`src/rtl/two_class_alternating_lock_arbiter_core_defines.svh`:
```
// Assertion macros shared by the arbiter modules.
`ifndef TWO_CLASS_ALTERNATING_LOCK_ARBITER_CORE_DEFINES_SVH
`define TWO_CLASS_ALTERNATING_LOCK_ARBITER_CORE_DEFINES_SVH

// Condition that must hold at every clock edge out of reset.
`define TCAL_ASSERT_ALWAYS(label, clk, rst_n, expr) \
    label: assert property (@(posedge clk) disable iff (!rst_n) (expr)) \
        else $error("tcal assertion failed");

// Antecedent in one cycle implies consequent in the next.
`define TCAL_ASSERT_NEXT(label, clk, rst_n, ante, cons) \
    label: assert property (@(posedge clk) disable iff (!rst_n) (ante) |=> (cons)) \
        else $error("tcal assertion failed");

`endif

```
`src/rtl/tcal_pkg.sv`:
```
package tcal_pkg;

    localparam int QUEUE_DEPTH_DEF = 16;
    localparam int ID_BITS_DEF     = 8;
    localparam int ID_W            = 8;
    localparam int STATUS_W        = 3;

    typedef enum logic [STATUS_W-1:0] {
        ST_GRANTED     = 3'd0,
        ST_QUEUED      = 3'd1,
        ST_FULL        = 3'd2,
        ST_HANDED      = 3'd3,
        ST_IDLE        = 3'd4,
        ST_BAD_RELEASE = 3'd5
    } status_t;

    localparam logic KIND_REQUEST = 1'b0;
    localparam logic KIND_RELEASE = 1'b1;

    // controller -> datapath
    typedef struct packed {
        logic load;   // capture the input word
        logic exec;   // decide and update arbiter state
    } cmd_t;

endpackage

```
`src/rtl/tcal_ctrl.sv`:
```
module tcal_ctrl
    import tcal_pkg::*;
(
    input  logic clk,
    input  logic rst_n,
    input  logic in_valid,
    output logic in_ready,
    output logic out_valid,
    input  logic out_ready,
    output cmd_t cmd
);

`include "two_class_alternating_lock_arbiter_core_defines.svh"

    typedef enum logic [2:0] {
        S_IDLE = 3'b001,
        S_EXEC = 3'b010,
        S_RESP = 3'b100
    } state_t;

    state_t state_reg, state_next;

    always_comb
    begin
        state_next = state_reg;
        case (state_reg)
            S_IDLE:
            begin
                if (in_valid)
                begin
                    state_next = S_EXEC;
                end
            end
            S_EXEC:
            begin
                state_next = S_RESP;
            end
            S_RESP:
            begin
                if (out_ready)
                begin
                    state_next = S_IDLE;
                end
            end
            default:
            begin
                state_next = S_IDLE;
            end
        endcase
    end

    always_ff @(posedge clk or negedge rst_n)
    begin
        if (!rst_n)
        begin
            state_reg <= S_IDLE;
        end
        else
        begin
            state_reg <= state_next;
        end
    end

    assign in_ready  = (state_reg == S_IDLE);
    assign out_valid = (state_reg == S_RESP);
    assign cmd.load  = in_valid && in_ready;
    assign cmd.exec  = (state_reg == S_EXEC);

    `TCAL_ASSERT_ALWAYS(a_ready_valid_excl, clk, rst_n, !(in_ready && out_valid))
    `TCAL_ASSERT_NEXT(a_load_then_exec, clk, rst_n, cmd.load, cmd.exec)
    `TCAL_ASSERT_NEXT(a_exec_then_resp, clk, rst_n, cmd.exec, out_valid && !cmd.exec)

endmodule

```
`src/rtl/tcal_dp.sv`:
```
module tcal_dp
    import tcal_pkg::*;
#(
    parameter int QUEUE_DEPTH = QUEUE_DEPTH_DEF,
    parameter int ID_BITS     = ID_BITS_DEF
)
(
    input  logic                clk,
    input  logic                rst_n,
    input  cmd_t                cmd,
    input  logic                kind,
    input  logic                category,
    input  logic [ID_W-1:0]     requester_id,
    output logic [STATUS_W-1:0] status,
    output logic                grant_valid,
    output logic [ID_W-1:0]     grant_id,
    output logic                grant_category
);

`include "two_class_alternating_lock_arbiter_core_defines.svh"

    localparam int SB  = (ID_BITS < ID_W) ? ID_BITS : ID_W;  // kept id bits
    localparam int IDX = $clog2(QUEUE_DEPTH);
    localparam int CW  = $clog2(QUEUE_DEPTH + 1);
    localparam int SW  = IDX + 2;

    // latched input word
    logic          kind_reg;
    logic          cat_reg;
    logic [SB-1:0] id_reg;

    // arbiter state
    logic           busy_reg, busy_next;
    logic           holder_reg, holder_next;
    logic [IDX-1:0] head_reg [2];
    logic [IDX-1:0] head_next [2];
    logic [CW-1:0]  cnt_reg [2];
    logic [CW-1:0]  cnt_next [2];

    // wait queues, one memory each
    logic [SB-1:0] mem0 [QUEUE_DEPTH];
    logic [SB-1:0] mem1 [QUEUE_DEPTH];
    logic [SB-1:0] rd0_reg;
    logic [SB-1:0] rd1_reg;

    // result word
    status_t       status_reg, status_next;
    logic          gvalid_reg, gvalid_next;
    logic          gcat_reg, gcat_next;
    logic [SB-1:0] gid_reg, gid_next;
    logic          from_mem_reg, from_mem_next;

    logic           enq;
    logic           deq;
    logic           deq_cat;
    logic [IDX-1:0] tail;
    logic [SW-1:0]  tail_sum;
    logic [IDX-1:0] head_inc;

    always_ff @(posedge clk)
    begin
        if (cmd.load)
        begin
            kind_reg <= kind;
            cat_reg  <= category;
            id_reg   <= requester_id[SB-1:0];
        end
    end

    // tail of the queue of the requester's category
    assign tail_sum = SW'(head_reg[cat_reg]) + SW'(cnt_reg[cat_reg]);
    assign tail     = (tail_sum >= SW'(QUEUE_DEPTH)) ? IDX'(tail_sum - SW'(QUEUE_DEPTH))
                                                     : IDX'(tail_sum);

    always_comb
    begin
        busy_next     = busy_reg;
        holder_next   = holder_reg;
        head_next     = head_reg;
        cnt_next      = cnt_reg;
        status_next   = ST_IDLE;
        gvalid_next   = 1'b0;
        gcat_next     = 1'b0;
        gid_next      = '0;
        from_mem_next = 1'b0;
        enq           = 1'b0;
        deq           = 1'b0;
        deq_cat       = !holder_reg;
        head_inc      = '0;
        if (kind_reg == KIND_REQUEST)
        begin
            if (!busy_reg && (cnt_reg[!cat_reg] == '0))
            begin
                busy_next   = 1'b1;
                holder_next = cat_reg;
                status_next = ST_GRANTED;
                gvalid_next = 1'b1;
                gcat_next   = cat_reg;
                gid_next    = id_reg;
            end
            else if (cnt_reg[cat_reg] == CW'(QUEUE_DEPTH))
            begin
                status_next = ST_FULL;
            end
            else
            begin
                enq               = 1'b1;
                cnt_next[cat_reg] = cnt_reg[cat_reg] + 1'b1;
                status_next       = ST_QUEUED;
            end
        end
        else
        begin
            if (!busy_reg)
            begin
                status_next = ST_BAD_RELEASE;
            end
            else
            begin
                // opposite category first, then the holder's own
                if (cnt_reg[!holder_reg] != '0)
                begin
                    deq     = 1'b1;
                    deq_cat = !holder_reg;
                end
                else if (cnt_reg[holder_reg] != '0)
                begin
                    deq     = 1'b1;
                    deq_cat = holder_reg;
                end
                if (deq)
                begin
                    head_inc           = (head_reg[deq_cat] == IDX'(QUEUE_DEPTH - 1)) ? '0
                                         : head_reg[deq_cat] + 1'b1;
                    head_next[deq_cat] = head_inc;
                    cnt_next[deq_cat]  = cnt_reg[deq_cat] - 1'b1;
                    holder_next        = deq_cat;
                    status_next        = ST_HANDED;
                    gvalid_next        = 1'b1;
                    gcat_next          = deq_cat;
                    from_mem_next      = 1'b1;
                end
                else
                begin
                    busy_next   = 1'b0;
                    status_next = ST_IDLE;
                end
            end
        end
    end

    always_ff @(posedge clk or negedge rst_n)
    begin
        if (!rst_n)
        begin
            busy_reg    <= 1'b0;
            holder_reg  <= 1'b0;
            head_reg[0] <= '0;
            head_reg[1] <= '0;
            cnt_reg[0]  <= '0;
            cnt_reg[1]  <= '0;
        end
        else if (cmd.exec)
        begin
            busy_reg   <= busy_next;
            holder_reg <= holder_next;
            head_reg   <= head_next;
            cnt_reg    <= cnt_next;
        end
    end

    always_ff @(posedge clk)
    begin
        if (cmd.exec)
        begin
            status_reg   <= status_next;
            gvalid_reg   <= gvalid_next;
            gcat_reg     <= gcat_next;
            gid_reg      <= gid_next;
            from_mem_reg <= from_mem_next;
        end
    end

    always_ff @(posedge clk)
    begin
        if (cmd.exec && enq && !cat_reg)
        begin
            mem0[tail] <= id_reg;
        end
        if (cmd.exec)
        begin
            rd0_reg <= mem0[head_reg[0]];
        end
    end

    always_ff @(posedge clk)
    begin
        if (cmd.exec && enq && cat_reg)
        begin
            mem1[tail] <= id_reg;
        end
        if (cmd.exec)
        begin
            rd1_reg <= mem1[head_reg[1]];
        end
    end

    assign status         = status_reg;
    assign grant_valid    = gvalid_reg;
    assign grant_category = gcat_reg;
    assign grant_id       = from_mem_reg ? (gcat_reg ? ID_W'(rd1_reg) : ID_W'(rd0_reg))
                                         : ID_W'(gid_reg);

    `TCAL_ASSERT_ALWAYS(a_cnt0_bound, clk, rst_n, cnt_reg[0] <= CW'(QUEUE_DEPTH))
    `TCAL_ASSERT_ALWAYS(a_cnt1_bound, clk, rst_n, cnt_reg[1] <= CW'(QUEUE_DEPTH))
    `TCAL_ASSERT_NEXT(a_handover_busy, clk, rst_n, cmd.exec && deq,
                      busy_reg && gvalid_reg && (holder_reg == gcat_reg))

endmodule

```
`src/rtl/two_class_alternating_lock_arbiter_core.sv`:
```
// channel | signals                                          | direction
// --------+--------------------------------------------------+----------
// input   | in_valid/in_ready, kind, category, requester_id  | in
// output  | out_valid/out_ready, status, grant_valid,        | out
//         | grant_id, grant_category                         |
//
// Sequence: each word passes through accept, execute and present, the
//   controller's three-state sequence; output stalls hold the present step longer.
// Reset: rst_n asynchronous, active low; clears holder, heads and counts.
//   The queue memories are not cleared: only entries inside a count are read.
// Stalls: one word in flight; in_ready is low until the result is taken.
module two_class_alternating_lock_arbiter_core
    import tcal_pkg::*;
#(
    parameter int QUEUE_DEPTH = QUEUE_DEPTH_DEF,
    parameter int ID_BITS     = ID_BITS_DEF
)
(
    input  logic                clk,
    input  logic                rst_n,
    // request / release words
    input  logic                in_valid,
    output logic                in_ready,
    input  logic                kind,
    input  logic                category,
    input  logic [ID_W-1:0]     requester_id,
    // result words
    output logic                out_valid,
    input  logic                out_ready,
    output logic [STATUS_W-1:0] status,
    output logic                grant_valid,
    output logic [ID_W-1:0]     grant_id,
    output logic                grant_category
);

    cmd_t cmd;

    // sequencer: accept, execute one decision, hold result until taken
    tcal_ctrl u_ctrl (
        .clk       (clk),
        .rst_n     (rst_n),
        .in_valid  (in_valid),
        .in_ready  (in_ready),
        .out_valid (out_valid),
        .out_ready (out_ready),
        .cmd       (cmd)
    );

    // holder flag, two FIFO queues and the grant decision
    tcal_dp #(
        .QUEUE_DEPTH (QUEUE_DEPTH),
        .ID_BITS     (ID_BITS)
    ) u_dp (
        .clk            (clk),
        .rst_n          (rst_n),
        .cmd            (cmd),
        .kind           (kind),
        .category       (category),
        .requester_id   (requester_id),
        .status         (status),
        .grant_valid    (grant_valid),
        .grant_id       (grant_id),
        .grant_category (grant_category)
    );

endmodule

```
`config.mk`:
```
export PLATFORM = sky130hd
export DESIGN_NAME = two_class_alternating_lock_arbiter_core
export DESIGN_NICKNAME = d
export VERILOG_FILES = /design/src/rtl/tcal_pkg.sv /design/src/rtl/tcal_ctrl.sv /design/src/rtl/tcal_dp.sv /design/src/rtl/two_class_alternating_lock_arbiter_core.sv
export VERILOG_INCLUDE_DIRS = /design/src /design/src/rtl
export SDC_FILE = /design/constraint.sdc
export NUM_CORES = 1
export LEC_CHECK = 0
export ABC_AREA = 1
export BUFFER_PORTS_ARGS = -buffer_cell sky130_fd_sc_hd__buf_2
export CORE_ASPECT_RATIO = 1.25
export CORE_MARGIN = 1
export CORE_UTILIZATION = 62
export CTS_CLUSTER_SIZE = 25
export DETAILED_ROUTE_END_ITERATION = 6
export GPL_ROUTABILITY_DRIVEN = 1
export PLACE_DENSITY = 0.79
export SYNTH_ARGS = -nofsm -noshare
export SYNTH_HDL_FRONTEND = slang
export SYNTH_HIERARCHICAL = 1
export SYNTH_SLANG_ARGS = --single-unit
```
`constraint.sdc`:
```
create_clock -name clk -period 3.85 [get_ports clk]
set_input_delay 0.77 -clock clk [delete_from_list [all_inputs] [get_ports clk]]
set_output_delay 0.77 -clock clk [all_outputs]
set_load 0.02 [all_outputs]
```
==> qor.csv, run 1 <==
stage,metric,value,unit
power,power.static_leakage,5.077,nW
synthesis,synthMuxAreaShare,0.02173,
setup_path,r2r_setup_slack,0.25,ns
clocking,clock-sinks,319,
final_layout,layout-drive-gt1-share,0.1062,
setup_path,worstSetupEndpointType,register,
run,maxCapViolCount,0,
route,dr.pass1.iters,6,
setup_path,start_kind,register,
synthesis,syn_avg_cell_area,12.42,um^2
final_layout,area_delta_synth_final,9.863,%
global_route,track_usage,0.2857,
synthesis,yosys.area_share.xor_xnor,0.006556,
global_route,grt_pass1_wl,47130,um
synthesis,ys_warn_count,6,
synthesis,async_flop_share,0.07210,
synthesis,synthTopCellsByCount,"edfxtp_1 (296), nor2_1 (189), nand2_1 (113)",
die,rows,59,
clocking,cts_buffers,29,
run_status,status,"finished, final reports clean",
synthesis,synth_top_family_by_area,simple AND/OR/NAND/NOR gates,
synthesis,synth_area_leader_cell,edfxtp_1,
synthesis,synth_simple_gate_area_frac,0.1154,
setup_path,r2r_end,u_dp/mem1[5][4]$_DFFE_PP_,
sta,fmax,278.0,MHz
synthesis,syn_inst,1076,
clocking,clk_path_buf_depth,3,
synthesis,ys_seq_elements,319,
sta,rsz0062_at_grt,no,
synthesis,synthesis.nets,1098,
global_route,grt_pass1_vias,8673,
synthesis,ys_seq_area_frac,0.7085,
place,dp.cells,1346,
synthesis,ys_top_cells_by_area,"edfxtp_1 (67%), nor2_1 (5.3%), o21ai_0 (4.2%), dfrtp_1 (4.1%), o221ai_1 (3.3%)",
route,drt_iter0_markers,1048,
synthesis,post_synth_num_cell_types,40,
die,start_util,0.6372,
sta,finalWorstSetupSlack,0.2533,ns
setup_path,crit_required,4.01,ns
die,die_y,166.1,um
clocking,cts_resized,0,
clocking,post-cts-setup-buffers,0,
synthesis,yosysMostFrequentCell,edfxtp_1,
clocking,root_buffer,clkbuf_16,
synthesis,synth_compound_area_frac,0.1060,
sta,post-route-min-period,3.597,ns
power,power.density,659.5,mW/mm^2
sta,fin_tns_setup,0,ns
global_route,antenna_found_initial,0,
clocking,cts_tree,done,
sta,slew_viol_final,0,
setup_path,critPathMaxFanout,23,
synthesis,synth_edf_count,296,
setup_path,r2r_cells,11,
global_route,overflow,0,
route,wl_per_cell,22.28,um
final_layout,nets,1125,
global_route,grt_max_degree,68,
sta,tightest_slew,1.205,ns
synthesis,yosys.area_share.adder,0.008055,
power,vdd_drop_max,0.0004408,V
final_layout,fin_cells,1395,
route,wirelength,31080,um
setup_path,r2r-start,u_dp/cat_reg$_DFFE_PP_,
place,place_congestion,0.9734,
final_layout,antenna-diode-count,0,
die,die_area,0.02214,mm^2
place,hpwlAfterDp,19870,um
clocking,htree_levels,1,
synthesis,synthesis.area,0.01336,mm^2
setup_path,cp.arrival,3.76,ns
setup_path,worstSetupPathType,register to register,
synthesis,synth_flop_cell,edfxtp_1,
synthesis,synth.top_cell.area_share,0.6654,
clocking,clk_latency,0.54,ns
clocking,path_clk_slew,0.06,ns
route,vias,8766,
final_layout,n_fill_cell,1439,
sta,relSlewSlack,0.1966,
place,preCtsSetupSlack,0.3783,ns
sta,timing_hold_violations_final,0,
die,ioPinCount,29,
sta,fin_crit_sh,0.9342,
die,die_width,133.3,um
route,drc,0,
die,core_area,0.02097,mm^2
route,via_per_inst,6.284,
hold_path,holdCritPathClass,input pin to async pin,
sta,setup_viol,0,
clocking,hold_buffers,0,
place,portBuffers,28,
route,ant_nets,0,
sta,fin_skew,0.01272,ns
[area by class of cell]
type | count | area (um^2) | share of cell area
timing repair buffer | 52 | 320.3 | 0.02182
tap | 274 | 342.8 | 0.02336
multi-input combinational | 643 | 3446 | 0.2348
sequential | 319 | 9467 | 0.6450
inverter | 58 | 217.7 | 0.01483
clock inverter | 16 | 142.6 | 0.009719
clock buffer | 33 | 740.7 | 0.05047
[metrics by stage]
| step | util | hold WS, ns | total power [mW] | cell area (um^2) |
|---|---|---|---|---|
| global placement | 0.6578 | 0.5292 | 6.911 | 13790 |
| CTS | 0.6999 | 0.2262 | 9.642 | 14670 |
| global route | 0.7000 | 0.2537 | 10.09 | 14680 |
| detailed placement | 0.6578 | 0.5240 | 6.960 | 13790 |
| floorplan | - | 0.4744 | 6.163 | 13360 |
| finish | 0.7000 | 0.2203 | 9.680 | 14680 |
[logic make-up after synthesis]
logic type               Yosys count
flip-flops                       319
XOR/XNOR                          10
AND/OR/NAND/NOR                  370
multiplexers                      29
AO/OA/AOI/OAI                    226
buffers and inverters            114
adder cells (fa/ha/maj)            8
[worst max-delay path, stage by stage (launching register included)]
cell and delay, ns:
edfxtp_1 0.75, nand2_1 0.13, o21ai_0 0.14, inv_1 0.14, ha_1 0.29, a21o_1 0.16
a21oi_1 0.16, xnor2_1 0.19, inv_1 0.10, nor2_1 0.39, nand2_1 0.16, nor2_1 0.61
[worst max-delay path by stage]
stage | endpoint | start | slack [ns] | cells after the start
6_report | u_dp/mem1[5][4]$_DFFE_PP_ | u_dp/cat_reg$_DFFE_PP_ | 0.25 | 11
5_1_grt | u_dp/mem0[2][1]$_DFFE_PP_ | u_dp/cat_reg$_DFFE_PP_ | 0.04 | 9
4_1_cts | u_dp/mem1[7][6]$_DFFE_PP_ | u_dp/cat_reg$_DFFE_PP_ | 0.37 | 10
3_5_place_dp | u_dp/mem0[5][6]$_DFFE_PP_ | u_dp/cat_reg$_DFFE_PP_ | 0.38 | 10
3_3_place_gp | u_dp/mem0[3][0]$_DFFE_PP_ | u_dp/cat_reg$_DFFE_PP_ | 0.51 | 9
2_1_floorplan | u_dp/mem0[10][0]$_DFFE_PP_ | u_dp/head_reg[4]$_DFFE_PN0P_ | 0.59 | 12
[placed cells by master (no fill, tap or decap), drive strengths merged, types with 29 or more instances in the layout]
cell type | synthesis | layout
edfxtp | 296 | 296
nor2 | 191 | 191
nand2 | 124 | 124
o21ai | 117 | 117
inv | 54 | 54
buf | 10 | 52
o221ai | 50 | 50
nand3 | 49 | 49
clkbuf | 46 | 33
mux2i | 29 | 29
[per-layer routing]
layer | wire, um | up-vias | global-route usage
met5 | 0 | - | 0
li1 | - | 3963 | -
met2 | 16050 | 480 | 0.4995
met4 | 1353 | 0 | 0.1378
met3 | 2419 | 97 | 0.04335
met1 | 11250 | 4226 | 0.3459
[power breakdown]
part | total, mW | internal [mW] | switching [mW]
Sequential | 4.33 | 4.16 | 0.171
Clock | 2.70 | 1.56 | 1.14
Combinational | 2.65 | 0.710 | 1.94
(Power assumes the default switching activity.)
==> run 2, diff against run 1 <==
--- a/config.mk
+++ b/config.mk
@@ -8,13 +8,13 @@
 export LEC_CHECK = 0
 export ABC_AREA = 1
 export BUFFER_PORTS_ARGS = -buffer_cell sky130_fd_sc_hd__buf_2
-export CORE_ASPECT_RATIO = 1.25
 export CORE_MARGIN = 1
 export CORE_UTILIZATION = 62
 export CTS_CLUSTER_SIZE = 25
 export DETAILED_ROUTE_END_ITERATION = 6
 export GPL_ROUTABILITY_DRIVEN = 1
 export PLACE_DENSITY = 0.79
+export SKIP_CTS_REPAIR_TIMING = 1
 export SYNTH_ARGS = -nofsm -noshare
 export SYNTH_HDL_FRONTEND = slang
 export SYNTH_HIERARCHICAL = 1
==> qor.csv, run 2 (same netlist as run 1, synthesis figures left out) <==
stage,metric,value,unit,change
global_route,track_usage,0.3003,,was 0.2857
hold_path,holdCritPathClass,input pin to async pin,,unchanged
sta,post-route-min-period,3.559,ns,was 3.597 ns
route,wirelength,32510,um,was 31080 um
final_layout,seq_area,0.009467,mm^2,unchanged
power,p_int,6.568,mW,was 6.432 mW
sta,tightest_slew,1.172,ns,was 1.205 ns
sta,setup_viol,0,,unchanged
global_route,grt_max_degree,68,,unchanged
route,via_per_inst,6.463,,was 6.284
power,combPwrFrac,0.269,,was 0.274
clocking,root_buffer,clkbuf_16,,unchanged
sta,fin_crit_sh,0.9245,,was 0.9342
setup_path,worstSetupEndpointType,register,,unchanged
route,vias,9093,,was 8766
global_route,grt_pass1_wl,49260,um,was 47130 um
power,vdd_drop_max,0.0003296,V,was 0.0004408 V
die,ioPinCount,29,,unchanged
clocking,path_clk_slew,0.06,ns,about the same
clocking,cts_buffers,31,,was 29
final_layout,antenna-diode-count,0,,unchanged
die,die_width,148.8,um,was 133.3 um
setup_path,crit_required,4.05,ns,was 4.01 ns
final_layout,layout-drive-gt1-share,0.1131,,was 0.1062
route,ant_nets,0,,unchanged
sta,whs,0.1975,ns,was 0.2203 ns
die,die_y,148.8,um,was 166.1 um
sta,rsz0062_at_grt,no,,unchanged
route,dr.pass1.iters,5,,was 6
final_layout,multiInputGateArea,0.003443,mm^2,was 0.003446 mm^2
place,hpwlAfterDp,19750,um,was 19870 um
final_layout,area_delta_synth_final,10.78,%,was 9.863%
power,p_sw_frac,0.3411,,was 0.3356
clocking,clk_path_buf_depth,3,,unchanged
sta,timing_hold_violations_final,0,,unchanged
place,place_congestion,0.9794,,was 0.9734
final_layout,final_common_cell,edfxtp_1,,unchanged
global_route,grt_pass1_vias,8599,,was 8673
sta,relSlewSlack,0.2186,,was 0.1966
global_route,antenna_found_initial,0,,unchanged
final_layout,n_fill_cell,1392,,was 1439
setup_path,cp.arrival,3.76,ns,about the same
sta,slew_viol_final,0,,unchanged
final_layout,layout_common_cells,"edfxtp_1 (296), nor2_1 (189), nand2_1 (113)",,"was edfxtp_1 (296), nor2_1 (188), nand2_1 (113)"
place,portBuffers,28,,unchanged
die,rows,53,,was 59
die,die_area,0.02214,mm^2,about the same
sta,fmax,280.9,MHz,was 278.0 MHz
power,pwr-share-clk,0.296,,was 0.279
global_route,overflow,0,,unchanged
setup_path,r2r-start,u_dp/cat_reg$_DFFE_PP_,,unchanged
run,maxCapViolCount,0,,unchanged
clocking,cts_tree,done,,unchanged
power,p_seq_frac,0.435,,was 0.448
setup_path,r2r_cells,9,,was 11
clocking,clk_latency,0.57,ns,was 0.54 ns
setup_path,r2r_setup_slack,0.29,ns,was 0.25 ns
power,power.static_leakage,5.140,nW,was 5.077 nW
sta,fin_tns_setup,0,ns,unchanged
power,power.density,673.5,mW/mm^2,was 659.5 mW/mm^2
die,start_util,0.6335,,was 0.6372
route,drc,0,,unchanged
clocking,clock-sinks,319,,unchanged
run_status,status,"finished, final reports clean",,unchanged
power,p_sw,3.399,mW,was 3.248 mW
route,wl_per_cell,23.11,um,was 22.28 um
setup_path,critPathMaxFanout,23,,unchanged
route,drt_iter0_markers,1386,,was 1048
setup_path,r2r_end,u_dp/mem0[0][3]$_DFFE_PP_,,was u_dp/mem1[5][4]$_DFFE_PP_
clocking,htree_levels,1,,unchanged
final_layout,nets,1129,,was 1125
setup_path,worstSetupPathType,register to register,,unchanged
sta,fin_skew,0.03074,ns,was 0.01272 ns
setup_path,start_kind,register,,unchanged
die,core_area,0.02109,mm^2,was 0.02097 mm^2
-- run 2: cell count changes in the layout (fill, tap and decap cells not counted), moves of 2 or more --
cell,previous run,this run
clkbuf_16,29,31
clkinv_2,3,5
clkbuf_1,4,9
clkinv_1,14,10
clkinv_4,0,2
buf_4,24,26
-- run 2: layout make-up --
type,count,area share
clock buffer,40,0.05470
clock inverter,18,0.01234
inverter,58,0.01471
multi-input combinational,643,0.2327
sequential,319,0.6397
tap,275,0.02325
timing repair buffer,54,0.02266
-- run 2: layer usage --
metal  up-vias  wire length (um)  part of all wire  track usage
met3        83              3461              0.11      0.04648
met1      4352             12520              0.39       0.4243
met2       671             15550              0.48       0.4771
met5         -                 0                 0            0
li1       3987                 -                 -            -
met4         0               975             0.030       0.1133
-- run 2: power groups by stage --
| stage | logic (mW) | clock network (mW) | registers (mW) |
|---|---|---|---|
| 2_1_floorplan | 1.76 | 0 | 4.41 |
| 6_report | 2.68 | 2.95 | 4.34 |
| 3_3_place_gp | 2.52 | 0 | 4.40 |
| 5_1_grt | 2.87 | 3.10 | 4.36 |
| 4_1_cts | 2.61 | 2.97 | 4.33 |
| 3_5_place_dp | 2.57 | 0 | 4.40 |
-- run 2: worst max path at each step --
stage                                  from                    endpoint  slack [ns]  cells after the start
3_5_place_dp         u_dp/cat_reg$_DFFE_PP_   u_dp/mem0[0][5]$_DFFE_PP_        0.41                      9
6_report             u_dp/cat_reg$_DFFE_PP_   u_dp/mem0[0][3]$_DFFE_PP_        0.29                      9
5_1_grt              u_dp/cat_reg$_DFFE_PP_   u_dp/mem0[6][5]$_DFFE_PP_        0.04                     11
4_1_cts              u_dp/cat_reg$_DFFE_PP_   u_dp/mem0[0][5]$_DFFE_PP_        0.35                      9
3_3_place_gp         u_dp/cat_reg$_DFFE_PP_   u_dp/mem0[0][1]$_DFFE_PP_        0.45                      9
2_1_floorplan  u_dp/head_reg[4]$_DFFE_PN0P_  u_dp/mem0[10][0]$_DFFE_PP_        0.59                     12
-- run 2: critical path: stages (launching register included) --
cell and delay [ns]:
edfxtp_1 0.76, o21a_1 0.25, inv_1 0.09, ha_1 0.23
fa_1 0.41, xnor2_1 0.31, inv_1 0.13, nor2_1 0.34
nand2_1 0.14, nor2_1 0.56
-- run 2: metrics by stage --
step           worst slack (ns)  cell area (um^2)    util  power (mW)  std cells
2_1_floorplan            0.5891             13360       -       6.163       1076
3_3_place_gp             0.4498             13810  0.6547       6.916       1349
3_5_place_dp             0.4083             13810  0.6547       6.970       1349
4_1_cts                  0.3508             14800  0.7018       9.908       1407
5_1_grt                 0.04263             14800  0.7018       10.33       1407
6_report                 0.2906             14800  0.7018       9.967       1407
